**src/rtl/core/mcfd_pkg.sv**
```systemverilog
// ----------------------------------------------------------------------------
// mcfd_pkg
// Types and constants shared by the motor command frame decoder.
// ----------------------------------------------------------------------------
package mcfd_pkg;

  localparam int unsigned BYTE_W = 8;
  localparam int unsigned DUTY_W = 16;

  localparam logic [BYTE_W-1:0] MARKER_RESET = 8'hFF;
  localparam logic [BYTE_W-1:0] BYTE_FULL    = 8'hFF;

  localparam logic [BYTE_W-1:0] ESC_FORCE_LOW  = 8'h01;
  localparam logic [BYTE_W-1:0] ESC_FORCE_HIGH = 8'h02;
  localparam logic [BYTE_W-1:0] ESC_FORCE_BOTH = 8'h03;

  typedef enum logic [4:0] {
    PH_HUNT = 5'b00001,
    PH_DIR  = 5'b00010,
    PH_HIGH = 5'b00100,
    PH_LOW  = 5'b01000,
    PH_ESC  = 5'b10000
  } phase_t;

  typedef struct packed {
    logic              direction;
    logic [DUTY_W-1:0] duty;
  } cmd_t;

  typedef struct packed {
    logic              valid;
    logic [BYTE_W-1:0] data;
  } byte_slot_t;

endpackage

```
**src/rtl/core/mcfd_if.sv**
```systemverilog
// ----------------------------------------------------------------------------
// mcfd_if
// Valid/ready channels: received bytes, decoded commands, marker writes.
// ----------------------------------------------------------------------------
interface mcfd_rx_if;
  logic                       valid;
  logic                       ready;
  logic [mcfd_pkg::BYTE_W-1:0] rx_byte;

  modport source (output valid, output rx_byte, input ready);
  modport sink   (input valid, input rx_byte, output ready);
endinterface

interface mcfd_cmd_if;
  logic                       valid;
  logic                       ready;
  logic                       direction;
  logic [mcfd_pkg::DUTY_W-1:0] duty;

  modport source (output valid, output direction, output duty, input ready);
  modport sink   (input valid, input direction, input duty, output ready);
endinterface

interface mcfd_cfg_if;
  logic                       valid;
  logic                       ready;
  logic [mcfd_pkg::BYTE_W-1:0] start_marker;

  modport source (output valid, output start_marker, input ready);
  modport sink   (input valid, input start_marker, output ready);
endinterface

```
**src/rtl/core/motor_command_frame_decoder.sv**
```systemverilog
// ----------------------------------------------------------------------------
// motor_command_frame_decoder
// Start-marker framed serial command parser: direction and 16-bit duty.
// ----------------------------------------------------------------------------
//  channel  dir  payload                        note
//  rx       in   rx_byte[7:0]                   one byte per transaction
//  cmd      out  direction, duty[15:0]          one per complete frame
//  cfg      in   start_marker[7:0]              always ready
//
//  One byte per cycle sustained unless cmd stalls; input register then result
//  register, so a command is loaded once its escape byte leaves the input register.
//  rst (synchronous) returns to hunting, marker 0xFF, held fields zero.
//  A stalled cmd only holds rx when a second command is due to load.
// ----------------------------------------------------------------------------
module motor_command_frame_decoder (
  input  logic       clk,
  input  logic       rst,
  mcfd_rx_if.sink    rx,
  mcfd_cmd_if.source cmd,
  mcfd_cfg_if.sink   cfg
);

  logic [mcfd_pkg::BYTE_W-1:0] marker;
  mcfd_pkg::byte_slot_t        slot;
  mcfd_pkg::cmd_t              frame_cmd;
  logic                        emit;
  logic                        can_load;
  logic                        step;

  assign cfg.ready = 1'b1;

  always_ff @(posedge clk) begin
    if (rst) begin
      marker <= mcfd_pkg::MARKER_RESET;
    end else if (cfg.valid && cfg.ready) begin
      marker <= cfg.start_marker;
    end
  end

  assign step = slot.valid && (!emit || can_load);

  mcfd_in_stage u_in (
    .clk     (clk),
    .rst     (rst),
    .rx      (rx),
    .consume (step),
    .slot    (slot)
  );

  mcfd_frame_fsm u_fsm (
    .clk    (clk),
    .rst    (rst),
    .step   (step),
    .data   (slot.data),
    .marker (marker),
    .emit   (emit),
    .cmd    (frame_cmd)
  );

  mcfd_out_stage u_out (
    .clk      (clk),
    .rst      (rst),
    .load     (step && emit),
    .cmd_in   (frame_cmd),
    .can_load (can_load),
    .cmd      (cmd)
  );

endmodule

```
**src/rtl/core/mcfd_in_stage.sv**
```systemverilog
// ----------------------------------------------------------------------------
// mcfd_in_stage
// Input register for received bytes; refills in the cycle it is consumed.
// ----------------------------------------------------------------------------
module mcfd_in_stage (
  input  logic                 clk,
  input  logic                 rst,
  mcfd_rx_if.sink              rx,
  input  logic                 consume,
  output mcfd_pkg::byte_slot_t slot
);

  logic                        held_valid;
  logic [mcfd_pkg::BYTE_W-1:0] held_byte;

  assign rx.ready = !held_valid || consume;

  always_ff @(posedge clk) begin
    if (rst) begin
      held_valid <= 1'b0;
    end else if (rx.ready) begin
      held_valid <= rx.valid;
    end
  end

  always_ff @(posedge clk) begin
    if (rx.valid && rx.ready) begin
      held_byte <= rx.rx_byte;
    end
  end

  assign slot.valid = held_valid;
  assign slot.data  = held_byte;

endmodule

```
**src/rtl/core/mcfd_frame_fsm.sv**
```systemverilog
// ----------------------------------------------------------------------------
// mcfd_frame_fsm
// Frame phase machine, held fields and escape decoding.
// ----------------------------------------------------------------------------
module mcfd_frame_fsm (
  input  logic                        clk,
  input  logic                        rst,
  input  logic                        step,
  input  logic [mcfd_pkg::BYTE_W-1:0] data,
  input  logic [mcfd_pkg::BYTE_W-1:0] marker,
  output logic                        emit,
  output mcfd_pkg::cmd_t              cmd
);

  mcfd_pkg::phase_t            phase;
  mcfd_pkg::phase_t            phase_next;
  logic                        dir_held;
  logic [mcfd_pkg::BYTE_W-1:0] high_held;
  logic [mcfd_pkg::BYTE_W-1:0] low_held;
  logic [mcfd_pkg::BYTE_W-1:0] hi;
  logic [mcfd_pkg::BYTE_W-1:0] lo;

  always_comb begin
    unique case (phase)
      mcfd_pkg::PH_DIR:  phase_next = mcfd_pkg::PH_HIGH;
      mcfd_pkg::PH_HIGH: phase_next = mcfd_pkg::PH_LOW;
      mcfd_pkg::PH_LOW:  phase_next = mcfd_pkg::PH_ESC;
      mcfd_pkg::PH_ESC:  phase_next = mcfd_pkg::PH_HUNT;
      default: begin
        phase_next = (data == marker) ? mcfd_pkg::PH_DIR : mcfd_pkg::PH_HUNT;
      end
    endcase
  end

  always_ff @(posedge clk) begin
    if (rst) begin
      phase     <= mcfd_pkg::PH_HUNT;
      dir_held  <= 1'b0;
      high_held <= '0;
      low_held  <= '0;
    end else if (step) begin
      phase <= phase_next;
      if (phase == mcfd_pkg::PH_DIR) begin
        dir_held <= (data != '0);
      end
      if (phase == mcfd_pkg::PH_HIGH) begin
        high_held <= data;
      end
      if (phase == mcfd_pkg::PH_LOW) begin
        low_held <= data;
      end
    end
  end

  always_comb begin
    hi = high_held;
    lo = low_held;
    unique case (data)
      mcfd_pkg::ESC_FORCE_BOTH: begin
        hi = mcfd_pkg::BYTE_FULL;
        lo = mcfd_pkg::BYTE_FULL;
      end
      mcfd_pkg::ESC_FORCE_HIGH: hi = mcfd_pkg::BYTE_FULL;
      mcfd_pkg::ESC_FORCE_LOW:  lo = mcfd_pkg::BYTE_FULL;
      default: ;
    endcase
  end

  assign emit          = (phase == mcfd_pkg::PH_ESC);
  assign cmd.direction = dir_held;
  assign cmd.duty      = {hi, lo};

endmodule

```
**src/rtl/core/mcfd_out_stage.sv**
```systemverilog
// ----------------------------------------------------------------------------
// mcfd_out_stage
// Result register driving the command channel.
// ----------------------------------------------------------------------------
module mcfd_out_stage (
  input  logic           clk,
  input  logic           rst,
  input  logic           load,
  input  mcfd_pkg::cmd_t cmd_in,
  output logic           can_load,
  mcfd_cmd_if.source     cmd
);

  logic           full;
  mcfd_pkg::cmd_t held;

  assign can_load = !full || cmd.ready;

  always_ff @(posedge clk) begin
    if (rst) begin
      full <= 1'b0;
    end else if (can_load) begin
      full <= load;
    end
  end

  always_ff @(posedge clk) begin
    if (load && can_load) begin
      held <= cmd_in;
    end
  end

  assign cmd.valid     = full;
  assign cmd.direction = held.direction;
  assign cmd.duty      = held.duty;

endmodule

```
**src/flat_wrapper.sv**
```systemverilog
// flat-port wrapper written by rule: the top's interface ports become plain ports
module motor_command_frame_decoder_flat 
  (clk, rst, rx_valid, rx_rx_byte, rx_ready, cmd_valid, cmd_direction, cmd_duty, cmd_ready, cfg_valid, cfg_start_marker, cfg_ready);
  mcfd_rx_if rx_i ();
  mcfd_cmd_if cmd_i ();
  mcfd_cfg_if cfg_i ();
  input  logic clk;
  input  logic rst;
  input wire logic [$bits(rx_i.valid)-1:0] rx_valid;
  input wire logic [$bits(rx_i.rx_byte)-1:0] rx_rx_byte;
  output wire logic [$bits(rx_i.ready)-1:0] rx_ready;
  output wire logic [$bits(cmd_i.valid)-1:0] cmd_valid;
  output wire logic [$bits(cmd_i.direction)-1:0] cmd_direction;
  output wire logic [$bits(cmd_i.duty)-1:0] cmd_duty;
  input wire logic [$bits(cmd_i.ready)-1:0] cmd_ready;
  input wire logic [$bits(cfg_i.valid)-1:0] cfg_valid;
  input wire logic [$bits(cfg_i.start_marker)-1:0] cfg_start_marker;
  output wire logic [$bits(cfg_i.ready)-1:0] cfg_ready;
  assign rx_i.valid = rx_valid;
  assign rx_i.rx_byte = rx_rx_byte;
  assign rx_ready = rx_i.ready;
  assign cmd_valid = cmd_i.valid;
  assign cmd_direction = cmd_i.direction;
  assign cmd_duty = cmd_i.duty;
  assign cmd_i.ready = cmd_ready;
  assign cfg_i.valid = cfg_valid;
  assign cfg_i.start_marker = cfg_start_marker;
  assign cfg_ready = cfg_i.ready;
  motor_command_frame_decoder u_core (.clk(clk), .rst(rst), .rx(rx_i), .cmd(cmd_i), .cfg(cfg_i));
endmodule
```
**config.mk**
```make
export PLATFORM = sky130hd
export DESIGN_NAME = motor_command_frame_decoder_flat
export DESIGN_NICKNAME = d
export VERILOG_FILES = /design/src/rtl/core/mcfd_pkg.sv /design/src/rtl/core/mcfd_if.sv /design/src/rtl/core/motor_command_frame_decoder.sv /design/src/rtl/core/mcfd_in_stage.sv /design/src/rtl/core/mcfd_frame_fsm.sv /design/src/rtl/core/mcfd_out_stage.sv /design/src/flat_wrapper.sv
export SDC_FILE = /design/constraint.sdc
export NUM_CORES = 1
export LEC_CHECK = 0
export ABC_CLOCK_PERIOD_IN_PS = 2800
export BUFFER_PORTS_ARGS = -buffer_cell sky130_fd_sc_hd__buf_2
export CAP_MARGIN = 20
export CORE_MARGIN = 2
export CORE_UTILIZATION = 25
export DETAILED_ROUTE_END_ITERATION = 12
export GPL_ROUTABILITY_DRIVEN = 0
export PLACE_DENSITY = 0.51
export SLEW_MARGIN = 20
export SYNTH_ARGS = -nofsm -noshare
export SYNTH_HDL_FRONTEND = slang
export SYNTH_HIERARCHICAL = 1
export SYNTH_SLANG_ARGS = --single-unit
```
**constraint.sdc**
```tcl
create_clock -name clk -period 2.8 [get_ports clk]
set_input_delay 0.28 -clock clk [delete_from_list [all_inputs] [get_ports clk]]
set_output_delay 0.28 -clock clk [all_outputs]
set_load 0.1 [all_outputs]
```
# Yosys cells after proc, flatten, opt, wreduce, memory -nomap -nowiden
# Cells that the tools add are included.
# W data, S select, Z words.
# totals
register_bits	57
in_bits	21
out_inout_bits	20
word_cells	37
# op_classes
eq_ne	8
muxes	2
reduce_logical	16
# ops
cell	n
$pmux W5 S4	1
$eq A8 B2 Y1 const B	2
$eq A8 B1 Y1 const B	1
$eq A8 B8 Y1	1
$reduce_bool A8 Y1	1
$reduce_and A2 Y1	3
$eq A5 B2 Y1 const B	1
$eq A5 B3 Y1 const B	1
$eq A5 B4 Y1 const B	1
$eq A5 B5 Y1 const B	1
$logic_and A1 B1 Y1	4
$reduce_or A2 Y1	2
$logic_not A1 Y1	3
$logic_or A1 B1 Y1	3
$mux W2	1

# Depth between registers and ports, before layout
# Gate-level depths: netlist of run 1.
# depth
word_depth	6
depth_mapped	8
mapped_depth_nobuf	7

# Hierarchy
# Netlist of run 1, hierarchy kept.
# by_module_without_submodules
mod	instances	cells_per_inst	area_per_inst_um2	seq_area_each_um2
mcfd_frame_fsm	1	122	1091.0	440.4
mcfd_out_stage	1	22	565.5	530.5
motor_command_frame_decoder	1	31	331.6	160.2
mcfd_in_stage	1	14	302.8	260.2

# Least setup slack after synthesis of run 1
# No wires, ideal clock.
# synth_path
path_type	reg-to-reg
startpoint	reg u_core.u_out.full, in the netlist u_core/u_out/cmd.valid
endpoint	reg u_core/u_in/held_byte[0] in the netlist's numbering (enable)
setup_ps	300
arrival_ps	2083
required_ps	2500
setup_slack_ps	417
path_stages_with_launch	6
n_path_buf	0
period_less_slack_ps	2383
cell_sequence	dfxtp_1 > nand2b_4 > inv_1 > a21boi_0 > nand2b_4 > and2_4
# synth_between
elab_chain_cells	6
# synth_rtl
item	line	text
start: declaration	mcfd_out_stage.sv:14	logic full;
start signal: assignment	mcfd_out_stage.sv:23	full <= load;
$logic_not A1 Y1	mcfd_out_stage.sv:17	assign can_load = !full || cmd.ready;
$logic_or A1 B1 Y1	mcfd_out_stage.sv:17	
net u_core.can_load	motor_command_frame_decoder.sv:27	logic can_load;
$logic_or A1 B1 Y1	motor_command_frame_decoder.sv:40	assign step = slot.valid && (!emit || can_load);
$logic_and A1 B1 Y1	motor_command_frame_decoder.sv:40	
net u_core.step	motor_command_frame_decoder.sv:28	logic step;
$logic_or A1 B1 Y1	mcfd_in_stage.sv:16	assign rx.ready = !held_valid || consume;
net rx_ready	flat_wrapper.sv:11	output wire logic [$bits(rx_i.ready)-1:0] rx_ready;
$logic_and A1 B1 Y1	mcfd_in_stage.sv:27	if (rx.valid && rx.ready) begin
end signal: assignment	mcfd_in_stage.sv:28	held_byte <= rx.rx_byte;
end: declaration	mcfd_in_stage.sv:14	logic [mcfd_pkg::BYTE_W-1:0] held_byte;
# The timed path passes the listed nets, and every way through them passes these cells.
# A chain may end at the register's enable or synchronous reset.

# Worst setup path in the final report of run 1
# layout_path
startpoint	reg u_core.u_fsm.phase[4]
endpoint	out rx_ready
# layout_between
elab_chain_cells	5
# layout_rtl
item	line	text
start: declaration	mcfd_frame_fsm.sv:15	mcfd_pkg::phase_t phase;
start signal: assignment	mcfd_frame_fsm.sv:37	phase <= mcfd_pkg::PH_HUNT;
start signal: assignment	mcfd_frame_fsm.sv:42	phase <= phase_next;
$eq A5 B5 Y1	mcfd_frame_fsm.sv:69	assign emit = (phase == mcfd_pkg::PH_ESC);
net u_core.emit	motor_command_frame_decoder.sv:26	logic emit;
$logic_not A1 Y1	motor_command_frame_decoder.sv:40	
$logic_or A1 B1 Y1	motor_command_frame_decoder.sv:40	
$logic_and A1 B1 Y1	motor_command_frame_decoder.sv:40	
net u_core.step	motor_command_frame_decoder.sv:28	
$logic_or A1 B1 Y1	mcfd_in_stage.sv:16	
end: declaration	flat_wrapper.sv:11	
# The timed path passes the listed nets, and every way through them passes these cells.

==> results of run 1 <==
-- path summary, 6_finish.rpt --
check,slack [ns],start,depth (start not counted),end
max,0.37,u_core/u_fsm/phase[4]$_SDFFE_PP0P_,5,rx_ready
min,0.12,rx_rx_byte[4],1,u_core/u_in/held_byte[4]$_DFFE_PP_
max reg2reg,0.46,u_core/u_fsm/phase[4]$_SDFFE_PP0P_,7,u_core/u_fsm/low_held[6]$_SDFFE_PP0P_
min reg2reg,0.44,u_core/u_fsm/dir_held$_SDFFE_PP0P_,0,u_core/u_out/cmd.direction$_DFFE_PP_
-- power by group through the flow --
stage / clock network [µW] / registers (µW) / logic (µW)
floorplan: 0 / 911 / 65.2
finish: 861 / 901 / 87.5
CTS: 889 / 901 / 88.1
detailed placement: 0 / 920 / 87.7
global route: 928 / 903 / 96.8
global placement: 0 / 919 / 87.4
-- critical path: cells and delay by family (launching register included) --
| family | cells | cell delay (ns) |
|---|---|---|
| AND/OR/NAND/NOR | 3 | 0.62 |
| flip-flops | 1 | 0.36 |
| AO/OA/AOI/OAI | 1 | 0.40 |
| buffers and inverters | 1 | 0.43 |
-- synth_stat cells (3+ instances only) --
library cell	n	area share, %
nand2b_1	19	5.2
dfxtp_1	32	28
inv_1	4	0.66
a211o_2	6	2.6
buf_4	3	0.98
a21oi_1	5	1.1
edfxtp_1	25	33
mux2i_1	16	7.0
nor2_1	19	3.1
xnor2_1	9	3.4
nor2b_1	10	2.7
nand2_1	5	0.82
-- area by class of cell --
cell class	instances	area [µm²]	area share, %
Clock buffer	9	124	4.41
Inverter	4	15.0	0.535
Timing Repair Buffer	41	210	7.49
Sequential cell	57	1390	49.6
Multi-Input combinational cell	119	830	29.5
Tap cell	108	135	4.81
Clock inverter	7	103	3.65
-- state kept, by name, indices dropped and copies added, names as in the netlist --
register and flops:
u_core/u_out/cmd.valid 1, u_core/u_out/cmd.duty 16, u_core/u_in/held_valid 1, u_core/u_fsm/low_held 8
u_core/u_fsm/phase 5, u_core/u_in/held_byte 8, u_core/marker 8, u_core/u_fsm/high_held 8
u_core/u_fsm/dir_held 1, u_core/u_out/cmd.direction 1
-- cell usage in the layout (no fill, tap or decap), types with 6 or more instances in the layout --
master and instances:
a211o_2 6, buf_2 39, clkbuf_8 9, dfxtp_1 32, edfxtp_1 25, mux2i_1 16
nand2b_1 19, nor2_1 19, nor2b_1 10, xnor2_1 9
-- cell families (layout without fill, tap and decap cells) --
| family | after synthesis | in the layout | share of synthesized area, % |
|---|---|---|---|
| AO/OA/AOI/OAI | 21 | 21 | 6.99 |
| XOR/XNOR | 9 | 9 | 3.44 |
| buffers and inverters | 13 | 61 | 3.06 |
| flip-flops | 57 | 57 | 60.7 |
| multiplexers | 16 | 16 | 6.99 |
| other | 1 | 1 | 0.164 |
| AND/OR/NAND/NOR | 72 | 72 | 18.6 |
-- through the flow --
stage                     total power, µW  hold WS [ns]  setup WS [ns]  cell area [µm²]  util [%]
final                                1850         0.123          0.372             2810      31.9
after global routing                 1930        0.0951          0.187             2810      31.9
after CTS                            1880         0.105          0.376             2810      31.9
after detailed placement             1010         0.430          0.514             2580      29.3
after global placement               1010         0.432          0.662             2580      29.3
after floorplan                       976         0.342          0.417             2290         -
-- routing by layer --
metal	up-vias	wire length [µm]	global-route usage (%)
met2	43	2080	14.7
met3	7	253	4.08
li1	743	-	-
met5	-	0	0
met4	0	53	3.58
met1	662	2100	12.2
==> results_dict.tcl, run 1 <==
set metrics [dict create \
    status "finished, final reports clean" \
    synth.distinct_cells 38 \
    pwr_density_cell_mw_per_mm2 658 \
    tritoncts "yes" \
    die_width_um 99.7 \
    num_rows 34 \
    start_kind "flop" \
    clockPowerShare_pct 46.6 \
    internal_power_uw 1430 \
    cts.path.max_buffers 2 \
    first_global_vias 1410 \
    port_buffers 39 \
    synthArstFlopShare_pct 0 \
    rsz0062_at_grt "no" \
    synth_cells 189 \
    grt_max_degree 34 \
    cp.arrival_ns 2.15 \
    vias 1455 \
    nNetsFinal 253 \
    start_util_pct 26.0 \
    p_switching_uw 418 \
    track_usage_pct 9.66 \
    synth-warning-count 6 \
    crit_fanout 6 \
    clk_latency_ns 0.33 \
    p_leak_uw 0.00119 \
    postCtsHoldBufs 0 \
    first_iter_violations 79 \
    tns_ns 0 \
    boundaryPins 41 \
    syn_area_mm2 0.00229 \
    antenna_cells 0 \
    dp_cells 329 \
    clk_pin_slew_ns 0.07 \
    drive_gt1_share_pct 30.4 \
    ant_nets 0 \
    synthesis.nets 210 \
    antenna_found_initial 0 \
    drt_first_pass_iters 5 \
    critPathKind "reg2out" \
    numCtsBuffers 9 \
    wirelength_um 4490 \
    dp_hpwl_um 3030 \
    root_buffer "clkbuf_8" \
    avgViaCountPerCell 4.22 \
    clock-sinks 57 \
    cts_resized 0 \
    timing.slew.headroom_pct 56.9 \
    seq_area_frac_synth_pct 60.7 \
    cts_setup_buffers 0 \
    ir_drop_mv 0.309 \
    grt_pass1_wl_um 7190 \
    min_path_type "in2reg" \
    synthFlopType "dfxtp_1" \
    fin_crit_sh_pct 86.7 \
    ys_seq_elements 57 \
    setup_viol 0 \
    worstMarginPinSlew_ns 0.647 \
    synth_edf_count 25 \
    drc 0 \
    crit_slowest_cell "buf_2" \
    critPathRequiredTime_ns 2.52 \
    combPwrFrac_pct 4.7 \
    fin_cells 345 \
    critPathCaptureType "primary output" \
    seq_power_share_pct 48.7 \
    drv_slew 0 \
    syn2layout_area_growth_pct 22.6 \
    skew_ns 0.00855 \
    fmax_mhz 412 \
    swShare_pct 22.6 \
    syn-mean-instance-area_um2 12.1 \
    cap_violations 0 \
    crit_path_cell_trace "nor2b_1 > and3b_1 > a21boi_0 > nand2b_4 > buf_2" \
    drt-wirelength-per-cell_um 13.0 \
    fin_crit_ns 2.43 \
    dieArea_mm2 0.00995 \
    fillers 904 \
    htreeDepth 3 \
    max_stage_delay_ns 0.43 \
    fp.dieH_um 99.7 \
    core_region_area_mm2 0.00881 \
    grt-ovfl-total 0 \
    hold_viol 0 \
]
Note: power is estimated with default switching activity, not from simulation.
==> inputs of run 2 (changes only) <==
--- a/config.mk
+++ b/config.mk
@@ -8,13 +8,12 @@
 export ABC_CLOCK_PERIOD_IN_PS = 2800
 export BUFFER_PORTS_ARGS = -buffer_cell sky130_fd_sc_hd__buf_2
 export CAP_MARGIN = 20
-export CORE_MARGIN = 2
 export CORE_UTILIZATION = 25
+export CTS_BUF_LIST = sky130_fd_sc_hd__clkbuf_4 sky130_fd_sc_hd__clkbuf_8
 export DETAILED_ROUTE_END_ITERATION = 12
 export GPL_ROUTABILITY_DRIVEN = 0
 export PLACE_DENSITY = 0.51
 export SLEW_MARGIN = 20
 export SYNTH_ARGS = -nofsm -noshare
 export SYNTH_HDL_FRONTEND = slang
-export SYNTH_HIERARCHICAL = 1
 export SYNTH_SLANG_ARGS = --single-unit
==> run 2 against run 1 <==
  * Critical path depth down 1
  * Setup slack improved by 0.46 ns
  * Die area fell by 7.4%
  * Count of clock-buffer cells in the layout unchanged
  * Register-to-register slack better by 0.55 ns
  * Clock skew about the same
  * Non-clock buffer count down 1
  * Flip-flop and latch count is the same
  * Core utilization grew 0.23 points
  * Critical path type unchanged
  * Largest power group unchanged
  * Highest routed layer unchanged
==> results_dict.tcl, run 2 <==
set metrics [dict create \
    rsz0062_at_grt "no" \
    clk_pin_slew_ns 0.06 \
    worstMarginPinSlew_ns 0.649 \
    port_buffers 39 \
    critPathCaptureType "primary output" \
    numCtsBuffers 9 \
    drive_gt1_share_pct 25.5 \
    avgViaCountPerCell 4.21 \
    power_uw 1680 \
    largest_reg_flops 16 \
    timing.slew.headroom_pct 56.7 \
    first_iter_violations 48 \
    synth-warning-count 0 \
    clock-sinks 57 \
    cp-startpoint "u_core.u_fsm.phase[2]$_SDFFE_PP0N_" \
    reg2regPathDepth 5 \
    grt_pass1_wl_um 6760 \
    num_rows 33 \
    r2r-start "u_core.u_in.held_byte[6]$_DFFE_PP_" \
    reg2reg_slack_ns 1.01 \
    root_buffer "clkbuf_8" \
    vias 1415 \
    pwr_density_cell_mw_per_mm2 624 \
    fp.dieH_um 96.0 \
    synth_edf_count 25 \
    nNetsFinal 247 \
    fin_crit_sh_pct 70.4 \
    antenna_cells 0 \
    syn2layout_area_growth_pct 21.9 \
    cp.arrival_ns 1.69 \
    synth_top_cell_by_area "edfxtp_1" \
    critPathRequiredTime_ns 2.52 \
    tns_ns 0 \
    cts_setup_buffers 0 \
    drv_slew 0 \
    synthesis.nets 204 \
    p_leak_uw 0.00119 \
    htreeDepth 3 \
    reg2reg_to "u_core.u_fsm.phase[0]$_SDFFE_PP1N_" \
    tritoncts "yes" \
    start_util_pct 26.3 \
    drt-wirelength-per-cell_um 12.7 \
    synth_cells 183 \
    endpoint "rx_ready" \
    drt_first_pass_iters 4 \
    clk_latency_ns 0.33 \
    boundaryPins 41 \
    syn-mean-instance-area_um2 12.1 \
    status "finished, final reports clean" \
    synthFlopType "dfxtp_1" \
    grt-ovfl-total 0 \
    track_usage_pct 10.3 \
    cts_resized 0 \
    postCtsHoldBufs 0 \
    die_width_um 96.0 \
    ant_nets 0 \
    hold_viol 0 \
    seq_area_frac_synth_pct 63.0 \
    antenna_found_initial 0 \
    dieArea_mm2 0.00921 \
    ys_seq_elements 57 \
    layout_commonest_cell "buf_2" \
    synth.most_common_cell "dfxtp_1" \
    yosys-top-cells-area "edfxtp_1 34%, dfxtp_1 29%, mux2i_1 7.3%" \
    grt_max_degree 35 \
    wirelength_um 4260 \
    cts.path.max_buffers 2 \
    synth_top_area_share_pct 34.0 \
    syn_area_mm2 0.00221 \
    skew_ns 0.00868 \
    final_cell_mix "39 x buf_2, 32 x dfxtp_1, 25 x edfxtp_1, 22 x nor2_1, 17 x nand2b_1" \
    dp_hpwl_um 2930 \
    start_kind "flop" \
    setup_viol 0 \
    drc 0 \
    cap_violations 0 \
    fmax_mhz 508 \
    min_path_type "in2reg" \
    place_ws_ns 1.02 \
    fillers 854 \
    first_global_vias 1371 \
    critPathKind "reg2out" \
    crit_fanout 6 \
    synth_commonest_cells "32 x dfxtp_1, 25 x edfxtp_1, 22 x nor2_1" \
    synth.distinct_cells 30 \
    core_region_area_mm2 0.00838 \
    synthArstFlopShare_pct 0 \
    ir_drop_mv 0.418 \
    setup_ws_ns 0.830 \
    fin_crit_ns 1.97 \
]
## run 2: metrics by stage
step                      util (%)  hold slack [ns]  instances  area, µm²
after global placement        29.9            0.420        320       2510
final                         32.1            0.122        336       2690
after floorplan                  -            0.379        183       2210
after detailed placement      29.9            0.430        320       2510
after CTS                     32.1            0.103        336       2690
after global routing          32.1            0.102        336       2690
## run 2: logic make-up after synthesis
group,after synthesis,share of synthesized area [%]
AND/OR/NAND/NOR,69,17.1
flip-flops,57,63.0
AO/OA/AOI/OAI,21,6.91
multiplexers,16,7.25
buffers and inverters,10,1.98
XOR/XNOR,9,3.57
other,1,0.170
## run 2: critical path, cell delays in order, from the launching register on
cell	delay [ns]
dfxtp_1	0.35
nor2_1	0.18
nand3_1	0.15
or3_1	0.37
buf_2	0.31
## run 2: how the worst min path moves through the flow
stage | endpoint | cells past startpoint | start | slack [ns]
5_1_grt | u_core.u_in.held_byte[2]$_DFFE_PP_ | 1 | rx_rx_byte[2] | 0.10
2_1_floorplan | u_core.u_in.held_byte[0]$_DFFE_PP_ | 0 | rx_rx_byte[0] | 0.38
4_1_cts | u_core.u_in.held_byte[6]$_DFFE_PP_ | 1 | rx_rx_byte[6] | 0.10
3_3_place_gp | u_core.u_out.cmd.direction$_DFFE_PP_ | 0 | u_core.u_fsm.dir_held$_SDFFE_PP0P_ | 0.42
3_5_place_dp | u_core.u_out.cmd.direction$_DFFE_PP_ | 0 | u_core.u_fsm.dir_held$_SDFFE_PP0P_ | 0.43
6_report | u_core.u_in.held_byte[6]$_DFFE_PP_ | 1 | rx_rx_byte[6] | 0.12
## run 2: cell type report
type                       count  area, µm²  area share, %
sequential                    57       1390           51.7
multi-input combinational    116        773           28.7
timing repair buffer          40        203           7.53
tap                          105        131           4.88
clock buffer                   9        124           4.60
inverter                       2       7.51          0.279
clock inverter                 7       61.3           2.28
## run 2: per-layer routing
metal  routed length [µm]  vias up  GRT usage [%]
li1                     -      721              -
met1                 2050      648           13.1
met2                 1900       42           15.3
met3                  277        4           4.34
met4                   35        0           4.10
met5                    0        -              0
## run 2: power breakdown
group / internal, µW / leakage, µW / switching [µW]
Combinational: 28.2 / 0.000594 / 35.0
Sequential: 880 / 0.000496 / 17.9
Clock: 401 / 0.0000978 / 318
==> inputs of run 3 (changes only) <==
--- a/config.mk
+++ b/config.mk
@@ -5,14 +5,14 @@
 export SDC_FILE = /design/constraint.sdc
 export NUM_CORES = 1
 export LEC_CHECK = 0
-export ABC_CLOCK_PERIOD_IN_PS = 2800
+export ABC_CLOCK_PERIOD_IN_PS = 1800
 export BUFFER_PORTS_ARGS = -buffer_cell sky130_fd_sc_hd__buf_2
 export CAP_MARGIN = 20
 export CORE_UTILIZATION = 25
 export CTS_BUF_LIST = sky130_fd_sc_hd__clkbuf_4 sky130_fd_sc_hd__clkbuf_8
 export DETAILED_ROUTE_END_ITERATION = 12
 export GPL_ROUTABILITY_DRIVEN = 0
-export PLACE_DENSITY = 0.51
+export PLACE_DENSITY = 0.53
 export SLEW_MARGIN = 20
 export SYNTH_ARGS = -nofsm -noshare
 export SYNTH_HDL_FRONTEND = slang
==> constraint.sdc (replaced) <==
create_clock -name clk -period 1.8 [get_ports clk]
set_input_delay 0.18 -clock clk [delete_from_list [all_inputs] [get_ports clk]]
set_output_delay 0.18 -clock clk [all_outputs]
set_load 0.1 [all_outputs]
==> run 3 against run 2 <==
  * Core utilization increased by 2.1 points
  * Clock skew decreased by 0.00059 ns
  * Sequential share of layout area decreased by 2.9 points
  * Flip-flop and latch count unchanged
==> results_dict.tcl, run 3 (synthesis results as in run 2) <==
set metrics [dict create \
    grt-ovfl-total 0 \
    place_area_mm2 0.00261 \
    clockPowerShare_pct 43.7 \
    swShare_pct 20.5 \
    final_cell_mix "38 x buf_2, 30 x dfxtp_1, 25 x edfxtp_1, 19 x nor2_1, 17 x nand2b_1" \
    critPathRequiredTime_ns 1.62 \
    cp.arrival_ns 1.61 \
    htreeDepth 3 \
    ant_nets 0 \
    tritoncts "yes" \
    first_iter_violations 35 \
    core_region_area_mm2 0.00838 \
    vias 1501 \
    grt_max_degree 35 \
    start_kind "flop" \
    min_path_type "in2reg" \
    start_util_pct 26.3 \
    drive_gt1_share_pct 33.7 \
    p_leak_uw 0.00128 \
    drc 0 \
    syn2layout_area_growth_pct 29.7 \
    num_rows 33 \
    numCtsBuffers 9 \
    clock-sinks 57 \
    setup_viol 0 \
    hold_viol 0 \
    root_buffer "clkbuf_8" \
    drt-wirelength-per-cell_um 12.2 \
    clk_pin_slew_ns 0.05 \
    critPathKind "reg2out" \
    largest_reg_flops 16 \
    combPwrFrac_pct 4.2 \
    track_usage_pct 10.5 \
    dieArea_mm2 0.00921 \
    tns_ns 0 \
    port_buffers 39 \
    antenna_cells 0 \
    clk_latency_ns 0.33 \
    timing.slew.headroom_pct 57.7 \
    critPathCaptureType "primary output" \
    pwr_density_cell_mw_per_mm2 931 \
    fin_crit_sh_pct 99.5 \
    p_switching_uw 546 \
    ir_drop_mv 0.388 \
    dp_hpwl_um 3080 \
    seq_power_share_pct 52.2 \
    dp_cells 332 \
    crit_fanout 4 \
    internal_power_uw 2120 \
    die_width_um 96.0 \
    skew_ns 0.00809 \
    layout_commonest_cell "buf_2" \
    nNetsFinal 262 \
    avgViaCountPerCell 4.28 \
    status "finished, final reports clean" \
    boundaryPins 41 \
    final_area_mm2 0.00286 \
    wirelength_um 4270 \
    fp.dieH_um 96.0 \
    cap_violations 0 \
    grt_pass1_wl_um 6920 \
    drv_slew 0 \
    antenna_found_initial 0 \
    cts.path.max_buffers 2 \
    worstMarginPinSlew_ns 0.634 \
    fin_crit_ns 1.79 \
    fin_cells 351 \
    fmax_mhz 558 \
    rsz0062_at_grt "yes" \
    first_global_vias 1416 \
    drt_first_pass_iters 4 \
]
run 3: worst paths after layout:
check	cells past startpoint	end	startpoint	slack [ns]
min	1	u_core.u_in.held_byte[7]$_DFFE_PP_	rx_rx_byte[7]	0.03
max reg2reg	5	u_core.u_in.held_byte[2]$_DFFE_PP_	u_core.u_fsm.phase[2]$_SDFFE_PP0N_	0.12
min reg2reg	0	u_core.u_out.cmd.direction$_DFFE_PP_	u_core.u_fsm.dir_held$_SDFFE_PP0P_	0.44
max	5	rx_ready	u_core.u_fsm.phase[2]$_SDFFE_PP0N_	0.009
run 3: per-layer routing:
metal / up-vias / wire length, µm / share of wire (%) / GRT usage, %
li1: 760 / - / - / -
met1: 697 / 2010 / 47 / 12.9
met2: 38 / 1970 / 46 / 15.6
met3: 6 / 230 / 5.4 / 3.55
met4: 0 / 51 / 1.2 / 6.72
met5: - / 0 / 0 / 0
run 3: metrics by stage:
stage	worst slack [ns]	hold WS [ns]	util, %	total power [µW]
after floorplan	0.0464	0.279	-	1480
after global placement	0.0916	0.364	31.1	1530
after detailed placement	0.0330	0.362	31.1	1530
after CTS	0.000415	0.00789	33.8	2710
after global routing	-0.0512	0.00848	34.2	2770
final	0.00856	0.0303	34.2	2670
run 3: critical path, cell delays in order, from the launching register on:
cell and delay [ns]:
dfxtp_1 0.31, nor2_2 0.15, nand3_2 0.13, buf_4 0.16, or3_4 0.35, buf_12 0.18
run 3: what timing repair did:
action	CTS	global route
buffers inserted	1	2
endpoints found under the setup margin	1	18
gates resized for setup	6	4
hold buffers	0	0
gates cloned	0	0
endpoints found under the hold margin	0	0
pin swaps	1	3
run 3: power groups by stage:
stage          Sequential, µW  Combinational (µW)  Clock [µW]
2_1_floorplan            1410                68.6           0
3_3_place_gp             1420                 112           0
3_5_place_dp             1420                 112           0
4_1_cts                  1390                 113        1210
5_1_grt                  1390                 124        1260
6_report                 1390                 111        1160
run 3: area by class of cell:
class	instances	area, µm²
Tap cell	105	131
Multi-Input combinational cell	116	801
Inverter	2	7.51
Sequential cell	57	1400
Clock inverter	4	45.0
Fill cell	850	5520
Timing Repair Buffer	55	330
Clock buffer	12	153
